File: src/rtl/core/qpht_pkg.sv
// ----------------------------------------------------------------------------
// qpht_pkg
// Shared types and constants for the quadratic-probe hash table core.
// ----------------------------------------------------------------------------
`default_nettype none

package qpht_pkg;

    // Field widths
    localparam int CMD_W  = 2;
    localparam int KEY_W  = 20;
    localparam int STAT_W = 2;
    localparam int SLOT_W = 10;
    localparam int CNT_W  = 10;

    // Default table size (prime)
    localparam int unsigned TABLE_SIZE_DEF = 1021;

    // Command codes
    localparam logic [CMD_W-1:0] CMD_CLEAR  = 2'd0;
    localparam logic [CMD_W-1:0] CMD_INSERT = 2'd1;
    localparam logic [CMD_W-1:0] CMD_SEARCH = 2'd2;

    // Status codes
    localparam logic [STAT_W-1:0] STATUS_OK   = 2'd0;
    localparam logic [STAT_W-1:0] STATUS_MISS = 2'd1;
    localparam logic [STAT_W-1:0] STATUS_FULL = 2'd2;

    // Input transfer
    typedef struct packed {
        logic [CMD_W-1:0] command;
        logic [KEY_W-1:0] key;
    } in_t;

    // Result transfer
    typedef struct packed {
        logic [STAT_W-1:0] status;
        logic [SLOT_W-1:0] slot;
        logic [CNT_W-1:0]  probe_count;
    } out_t;

    // Control sequencer states
    typedef enum logic [2:0] {
        S_SWEEP,
        S_IDLE,
        S_HASH,
        S_READ,
        S_CHECK,
        S_DONE
    } state_t;

endpackage

`default_nettype wire

File: src/rtl/core/qpht_key_mod.sv
// ----------------------------------------------------------------------------
// qpht_key_mod
// Three-stage pipeline computing key mod TABLE_SIZE by reciprocal
// multiplication followed by one compare-and-subtract correction.
// ----------------------------------------------------------------------------
`default_nettype none

module qpht_key_mod #(
    parameter int unsigned TABLE_SIZE = qpht_pkg::TABLE_SIZE_DEF
) (
    input  wire logic                          aclk,
    input  wire logic                          aresetn,
    input  wire logic                          in_valid,
    input  wire logic [qpht_pkg::KEY_W-1:0]    key,
    output logic                               out_valid,
    output logic [$clog2(TABLE_SIZE)-1:0]      rem
);

    localparam int KW    = qpht_pkg::KEY_W;
    localparam int SW    = $clog2(TABLE_SIZE);
    // floor(2^KW / N): quotient estimate is low by at most one
    localparam int unsigned RECIP = (32'd1 << KW) / TABLE_SIZE;

    logic                v1_reg, v2_reg, v3_reg;
    logic [KW-1:0]       key1_reg, key2_reg;
    logic [2*KW-1:0]     prod_reg;
    logic [KW-1:0]       qn_reg;
    logic [SW-1:0]       rem_reg;

    logic [KW-1:0]       q_est;
    logic [2*KW-1:0]     qn_full;
    logic [KW-1:0]       r_raw;
    logic [SW-1:0]       rem_next;

    // Quotient estimate and product back
    assign q_est   = prod_reg[2*KW-1:KW];
    assign qn_full = {{KW{1'b0}}, q_est} * (2*KW)'(TABLE_SIZE);

    // Remainder lies in [0, 2N); one correction
    always_comb begin
        r_raw = key2_reg - qn_reg;
        if (r_raw >= KW'(TABLE_SIZE)) begin
            rem_next = SW'(r_raw - KW'(TABLE_SIZE));
        end else begin
            rem_next = SW'(r_raw);
        end
    end

    // Valid pipeline
    always_ff @(posedge aclk) begin
        if (!aresetn) begin
            v1_reg <= 1'b0;
            v2_reg <= 1'b0;
            v3_reg <= 1'b0;
        end else begin
            v1_reg <= in_valid;
            v2_reg <= v1_reg;
            v3_reg <= v2_reg;
        end
    end

    // Data pipeline
    always_ff @(posedge aclk) begin
        key1_reg <= key;
        prod_reg <= {{KW{1'b0}}, key} * (2*KW)'(RECIP);
        key2_reg <= key1_reg;
        qn_reg   <= qn_full[KW-1:0];
        rem_reg  <= rem_next;
    end

    assign out_valid = v3_reg;
    assign rem       = rem_reg;

endmodule

`default_nettype wire

File: config.mk
export PLATFORM = sky130hd
export DESIGN_NAME = qpht_key_mod
export DESIGN_NICKNAME = d
export VERILOG_FILES = /design/src/rtl/core/qpht_pkg.sv /design/src/rtl/core/qpht_key_mod.sv
export SDC_FILE = /design/constraint.sdc
export NUM_CORES = 1
export LEC_CHECK = 0
export BUFFER_PORTS_ARGS = -buffer_cell sky130_fd_sc_hd__buf_2
export CORE_ASPECT_RATIO = 0.6
export CORE_MARGIN = 4
export CORE_UTILIZATION = 45
export CTS_CLUSTER_DIAMETER = 120
export DETAILED_ROUTE_END_ITERATION = 7
export GPL_TIMING_DRIVEN = 0
export PLACE_DENSITY = 0.71
export SLEW_MARGIN = 15
export SYNTH_ARGS = -nofsm -noshare
export SYNTH_HDL_FRONTEND = slang
export SYNTH_SLANG_ARGS = --single-unit
File: constraint.sdc
create_clock -name aclk -period 6.4 [get_ports aclk]
set_clock_uncertainty 0.1 [all_clocks]
set_input_delay 1.28 -clock aclk [delete_from_list [all_inputs] [get_ports aclk]]
set_output_delay 1.28 -clock aclk [all_outputs]
set_load 0.01 [all_outputs]
# Word-level counts from Yosys, hierarchy flattened
# Index checks and enable logic that the tools add are counted.
dict set report totals {
  word_cells 14
  ff_bits 104
  output_inout_bits 11
  in_bits 23
}
dict set report classes {
  mux 1
  magnitude_cmp 1
  add_sub_neg 2
  n_mul 2
}
# op n
set op_table {}
lappend op_table {{$mul A20 B11 Y31 const B} 1}
lappend op_table {{$ge A20 B10 Y1 const B} 1}
lappend op_table {{$mul A11 B10 Y20 const B} 1}
lappend op_table {{$sub A20 B20 Y20} 1}
lappend op_table {{$mux W10} 1}
lappend op_table {{$sub A10 B10 Y10 const B} 1}

# Logic depth before layout (Yosys ltp)
# Gate-level depths: netlist of the first run.
dict set report depth {
  depth_word 3
  depth_mapped 17
  depth_no_buf 17
}

# Worst setup path after synthesis of the first run
# OpenSTA, ideal clock, no wires.
dict set report synth_path {
  path_kind {register -> register}
  from {register prod_reg[23]}
  to {register qn_reg[19]}
  setup_ns 0.121
  required_ns 6.179
  n_path_buf 0
  t_arrival_ns 4.483
  setup_slack_ns 1.696
  path_stages_with_launch 17
  period_less_slack_ns 4.704
  cell_sequence {dfxtp_1 > inv_1 > fa_1 > fa_1 > inv_1 > fa_1 > fa_1 > inv_1 > fa_1 > inv_1 > ha_1 > nor2_1 > o31a_1 > a211o_1 > o21ai_0 > a21oi_1 > xnor2_1}
}
dict set report synth_via {
  elab_chain_len 1
}
# element line_no
set synth_rtl {}
lappend synth_rtl {{start, declared} qpht_key_mod.sv:26} ;# logic [2*KW-1:0] prod_reg;
lappend synth_rtl {{start signal, assigned} qpht_key_mod.sv:65} ;# prod_reg <= {{KW{1'b0}}, key} * (2*KW)'(RECIP);
lappend synth_rtl {{$mul A11 B10 Y20} qpht_key_mod.sv:37} ;# assign qn_full = {{KW{1'b0}}, q_est} * (2*KW)'(TABLE_SIZE);
lappend synth_rtl {{net qn_full[19]} qpht_key_mod.sv:31} ;# logic [2*KW-1:0] qn_full;
lappend synth_rtl {{end signal, assigned} qpht_key_mod.sv:67} ;# qn_reg <= qn_full[KW-1:0];
lappend synth_rtl {{end, declared} qpht_key_mod.sv:27} ;# logic [KW-1:0] qn_reg;
# The timed path passes the listed nets, and every way through them passes these cells.
# A chain may end at the register's enable or synchronous reset.

# Worst setup path after layout of the first run
dict set report layout_path {
  from {register prod_reg[24]}
  to {register qn_reg[19]}
}
# Same word-level chain as after synthesis.

==> results.toml, run 1 <==
[synthesis]
synth_edf_count = 0
synth_nets = 899
synth_flop_cell = "dfxtp_1"
synth_cells = 682
ys_ff_latch = 84
yosysWarnings = 0
syn_area_um2 = 6880
synth.distinct_cells = 61
yosysSeqAreaShare_pct = 24.5
async_flop_share_pct = 0
synthTopCellsByArea = "dfxtp_1, ha_1, fa_1"
synth_top_area_cell = "dfxtp_1"
yosys.area.top_type_share_pct = 24.5
syn_area_per_cell_um2 = 10.1

[clock_network]
cts_sinks = 84
cts_buffer_depth = 2
cts_tree = "done"
cts.repair.resized = 0
cts_root_buffer = "clkbuf_16"
postCtsSetupBuffers = 0
ctsHoldBuffers = 0
cts_buffers = 9
clkTransAtPathRegs_ns = 0.06
htree_levels = 3
clock_latency_ns = 0.34

[critical_path]
r2r_start = "prod_reg[24]"
regToRegSetupSlack_ns = 1.34
worstSetupStartpointType = "register"
arrival_ns = 5.17
crit_type = "register to register"
required_ns = 6.51
path_max_fanout = 6
reg2reg_to = "qn_reg[19]"
reg2reg_depth = 16
worstSetupEndpointType = "register"

[placement]
dpl.hpwl_um = 11400
gp_congestion = 0.895
io_buffers = 33

[die]
fp.dieW_um = 168
fp.dieH_um = 104
core_area_um2 = 14700
io_pins = 34
rows = 34
die_area_um2 = 17400
start_util_pct = 46.7

[global_routing]
gr-usage-met1_pct = 25.3
grt_max_degree = 17
grtUsageMet3_pct = 5.02
grt_pass1_wl_um = 22200
antenna_found_initial = 1
grt_overflow_total = 0
top_usage_layer = "met1"
grt_pass1_vias = 4475
grtUsageMet2_pct = 20.6
grtUsageTotal_pct = 15.8

[timing]
max_freq_ghz = 0.198
setup-tns-final_ns = 0
grt_setup_unrepaired = "no"
finalCriticalPeriod_ns = 5.06
period_share_pct = 79.1
setup_violations = 0
slew_headroom_pct = 58.4
final-max-slew-violation-count = 0
hold_viol = 0
worstMarginPinSlew_ns = 0.616

[drt]
routedWlPerCell_um = 14.1
drc = 0
ant_nets = 0
routed_wirelength_um = 13100
via_per_inst = 4.90
via_count = 4556
dr.pass1.iters = 4
initialDrtViolationCount = 222

[hold_path]
hold_path_class = "register to register"
min_from = "key1_reg[18]"
hold_end = "key2_reg[18]"
min_path_cells = 0

[layout]
mostFrequentLayoutCells = "inv_1, ha_1, dfxtp_1"
drive_above_1_share_pct = 9.03
final_core_util_pct = 51.9
final_nets = 943
nFillCells = 1352
n_antenna_cell = 0
syn2layout_area_growth_pct = 11.1
layout_commonest_cell = "inv_1"

[flow_run]
maxCapViolations = 0

[outcome]
status = "completed"
[critical path, stage by stage (launching register included)]
cell and delay, ns:
dfxtp_1 0.52, inv_1 0.11, fa_1 0.55, fa_1 0.52, inv_1 0.06, fa_1 0.50
fa_1 0.54, inv_1 0.05, fa_1 0.50, inv_1 0.04, ha_1 0.33, nor2_1 0.08
o31a_1 0.30, a211o_1 0.32, o21ai_0 0.18, a21oi_1 0.10, xnor2_1 0.13
[cell usage after synthesis, types with 2 or more instances]
master / n
nand2b_1: 8
o22ai_1: 2
a31oi_1: 4
inv_1: 140
xnor2_1: 29
and3_1: 3
fa_1: 60
or3_1: 3
o311ai_0: 2
o31ai_1: 2
nor3_1: 10
a21o_1: 16
and2_1: 6
o21bai_1: 3
o31a_1: 2
nor2b_1: 4
o211ai_1: 2
dfxtp_1: 84
o21ai_0: 18
o21a_1: 5
nor2_1: 23
a211o_1: 2
a21oi_1: 26
ha_1: 134
nand3_1: 10
mux2i_1: 2
a211oi_1: 7
or2_2: 3
a221oi_1: 2
nand4_1: 2
nand2_1: 20
xor2_1: 19
[metrics by stage]
step                area (um2)  setup slack [ns]  hold slack [ns]  cells
floorplan                 6880              1.70            0.210    682
global placement          7290              1.35            0.211    913
detailed placement        7290              1.32            0.212    913
CTS                       7640              1.35            0.229    929
global route              7640              1.08            0.233    929
finish                    7640              1.34            0.227    929
[cell families after synthesis]
kind of cell | Yosys count | share of synthesized area [%]
buffers and inverters | 141 | 7.81
flip-flops | 84 | 24.5
AO/OA/AOI/OAI | 109 | 11.4
AND/OR/NAND/NOR | 103 | 7.92
adder cells (fa/ha/maj) | 194 | 41.8
multiplexers | 3 | 0.455
XOR/XNOR | 48 | 6.11
[per-layer routing]
layer | share of wire (%) | vias up | wire length [um]
li1 | - | 2362 | -
met1 | 56 | 2091 | 7350
met2 | 36 | 94 | 4720
met3 | 7.2 | 9 | 948
met4 | 0.78 | 0 | 102
met5 | 0 | - | 0
[area by class of cell]
cell class	count	area, um2	area share (%)
multi-input combinational	457	4660	61.0
sequential	84	1680	22.0
inverter	140	526	6.88
tap	198	248	3.24
clock buffer	9	225	2.95
timing repair buffer	33	165	2.16
clock inverter	7	128	1.67
buffer	1	11.3	0.147
[worst max path at each step]
stage / from / end
after floorplan: prod_reg[23] / qn_reg[19]
after global placement: key[10] / prod_reg[29]
after detailed placement: key[10] / prod_reg[29]
after CTS: prod_reg[24] / qn_reg[19]
after global routing: prod_reg[24] / qn_reg[19]
final: prod_reg[24] / qn_reg[19]
Power of run 1 is not shown: default switching activity piles up to over one toggle a cycle in this logic, so the estimate is an artifact.
==> run 2: changes to the inputs <==
--- a/config.mk
+++ b/config.mk
@@ -12,7 +12,7 @@
 export CTS_CLUSTER_DIAMETER = 120
 export DETAILED_ROUTE_END_ITERATION = 7
 export GPL_TIMING_DRIVEN = 0
-export PLACE_DENSITY = 0.71
+export PLACE_DENSITY = 0.73
 export SLEW_MARGIN = 15
 export SYNTH_ARGS = -nofsm -noshare
 export SYNTH_HDL_FRONTEND = slang
==> constraint.sdc (replaced) <==
create_clock -name aclk -period 4.1 [get_ports aclk]
set_clock_uncertainty 0.1 [all_clocks]
set_input_delay 0.82 -clock aclk [delete_from_list [all_inputs] [get_ports aclk]]
set_output_delay 0.82 -clock aclk [all_outputs]
set_load 0.01 [all_outputs]
==> run 2 against run 1 <==
The flow now finishes with violations (negative setup slack); final area is 6.8% higher; register-to-register slack worse by 1.8 ns; largest cell class unchanged; utilization up 3.5 points; hold slack improved by 0.0018 ns; non-clock buffer count grew 28; cell count increased by 3.0%; sequential share of layout area fell by 1.0 points; first-iteration DRC count down 2.7%; critical path depth unchanged; via count up 2.7%; die area stayed put.
==> results.toml, run 2 (synthesis results as in run 1) <==
[timing]
final-max-slew-violation-count = 0
slew_headroom_pct = 60.4
grt_setup_unrepaired = "yes"
max_freq_ghz = 0.217
period_share_pct = 112
setup_violations = 9
worstMarginPinSlew_ns = 0.592
finalCriticalPeriod_ns = 4.60
setup_slack_ns = -0.501
hold_viol = 0

[critical_path]
regToRegSetupSlack_ns = -0.50
cp_common_cell = "fa_1"
path_cells = "fa_2 -> fa_1 -> ha_1 -> inv_2 -> fa_1 -> inv_2 -> fa_1 -> ha_4 -> inv_1 -> o21bai_2 -> a211oi_4 -> o31a_1 -> a211o_1 -> o21ai_1 -> a21oi_1 -> xnor2_1"
slowest_delay_ns = 0.51
arrival_ns = 4.76
path_max_fanout = 6
reg2reg_depth = 16
slowest_stage = "fa_1"
required_ns = 4.26
crit_type = "register to register"
reg2reg_to = "qn_reg[19]"
r2r_start = "prod_reg[22]"
worstSetupStartpointType = "register"
worstSetupEndpointType = "register"

[layout]
mostFrequentLayoutCells = "inv_1, ha_1, dfxtp_1"
fin_cells = 957
final_nets = 971
syn2layout_area_growth_pct = 18.7
layout_commonest_cell = "inv_1"
drive_above_1_share_pct = 20.0
n_antenna_cell = 0

[global_routing]
grt_pass1_wl_um = 23400
grt_overflow_total = 0
grt_max_degree = 16
grtUsageTotal_pct = 16.7
grt_pass1_vias = 4700
antenna_found_initial = 0

[drt]
drc = 0
via_count = 4678
dr.pass1.iters = 4
wl_met2_um = 5800
ant_nets = 0
routedWlPerCell_um = 15.4
wl_met1_um = 7760
routed_wirelength_um = 14700
maxUsedRoutingLayer = "met4"
via_per_inst = 4.89
wl_met3_um = 1030
initialDrtViolationCount = 216

[outcome]
status = "finished with violations"
violations = "negative setup slack"

[die]
die_area_um2 = 17400
core_area_um2 = 14700
fp.dieW_um = 168
start_util_pct = 46.7
rows = 34
fp.dieH_um = 104
io_pins = 34

[placement]
gp_congestion = 0.920
io_buffers = 33
dpl.hpwl_um = 11700
dp_cells = 913

[hold_path]
hold_end = "key2_reg[1]"
min_from = "key1_reg[1]"
min_path_cells = 0
hold_path_class = "register to register"

[flow_run]
maxCapViolations = 0

[clock_network]
cts_buffer_depth = 2
clkTransAtPathRegs_ns = 0.06
cts_sinks = 84
clock_latency_ns = 0.34
htree_levels = 3
cts_tree = "done"
cts_root_buffer = "clkbuf_16"
cts_buffers = 9
-- run 2: cell count changes in the layout (fill, tap and decap cells not counted), sizes merged --
cell and delta:
buf +28, bufinv -2, clkbuf +1, clkinv +1
-- run 2: worst max-delay path by stage --
stage	startpoint	endpoint	slack, ns	depth (start not counted)
2_1_floorplan	prod_reg[25]	qn_reg[17]	-0.32	16
3_3_place_gp	prod_reg[21]	qn_reg[17]	-0.57	16
3_5_place_dp	prod_reg[21]	qn_reg[17]	-0.62	16
4_1_cts	prod_reg[23]	qn_reg[17]	-0.45	14
5_1_grt	prod_reg[22]	qn_reg[19]	-0.61	16
6_report	prod_reg[22]	qn_reg[19]	-0.50	16
-- run 2: layer usage --
metal	vias to the layer above	GRT usage (%)
li1	2409	-
met1	2178	25.7
met2	77	23.0
met3	14	5.41
met4	0	2.90
met5	-	0
-- run 2: critical path: cells and delay by family (launching register included) --
family                     cells  cell delay (ns)
buffers and inverters          3             0.13
adders and majority gates      6             2.52
DFF                            1             0.38
AOI/OAI and AO/OA              6             1.21
xor gates and xnor gates       1             0.18
-- run 2: final cells by class --
type                    count  area [um2]
plain buffers               1        11.3
clock buffers              10         229
clock inverters             6        67.6
repair buffers             61         390
inverters                 140         526
multi-input cells         457        4980
fillers                  1290        6560
flip-flops and latches     84        1710
well taps                 198         248
-- run 2: timing repair --
action                                  in CTS  in global routing
gates cloned                                 0                  0
endpoints found under the setup margin      16                 17
gates resized for setup                     26                 29
setup buffers                               16                 13
hold buffers                                 0                  0
pin swaps                                   28                 20
-- run 2: stage by stage --
step / worst slack (ns) / hold slack, ns / utilization, % / setup TNS (ns) / instance area (um2)
finish: -0.501 / 0.228 / 55.4 / -2.60 / 8160
global route: -0.614 / 0.241 / 55.4 / -4.11 / 8160
CTS: -0.453 / 0.229 / 53.8 / -2.27 / 7920
detailed placement: -0.617 / 0.215 / 50.2 / -5.73 / 7390
global placement: -0.571 / 0.211 / 50.2 / -4.92 / 7390
floorplan: -0.322 / 0.210 / - / -0.820 / 6970
Power of run 2 is left out for the same reason.
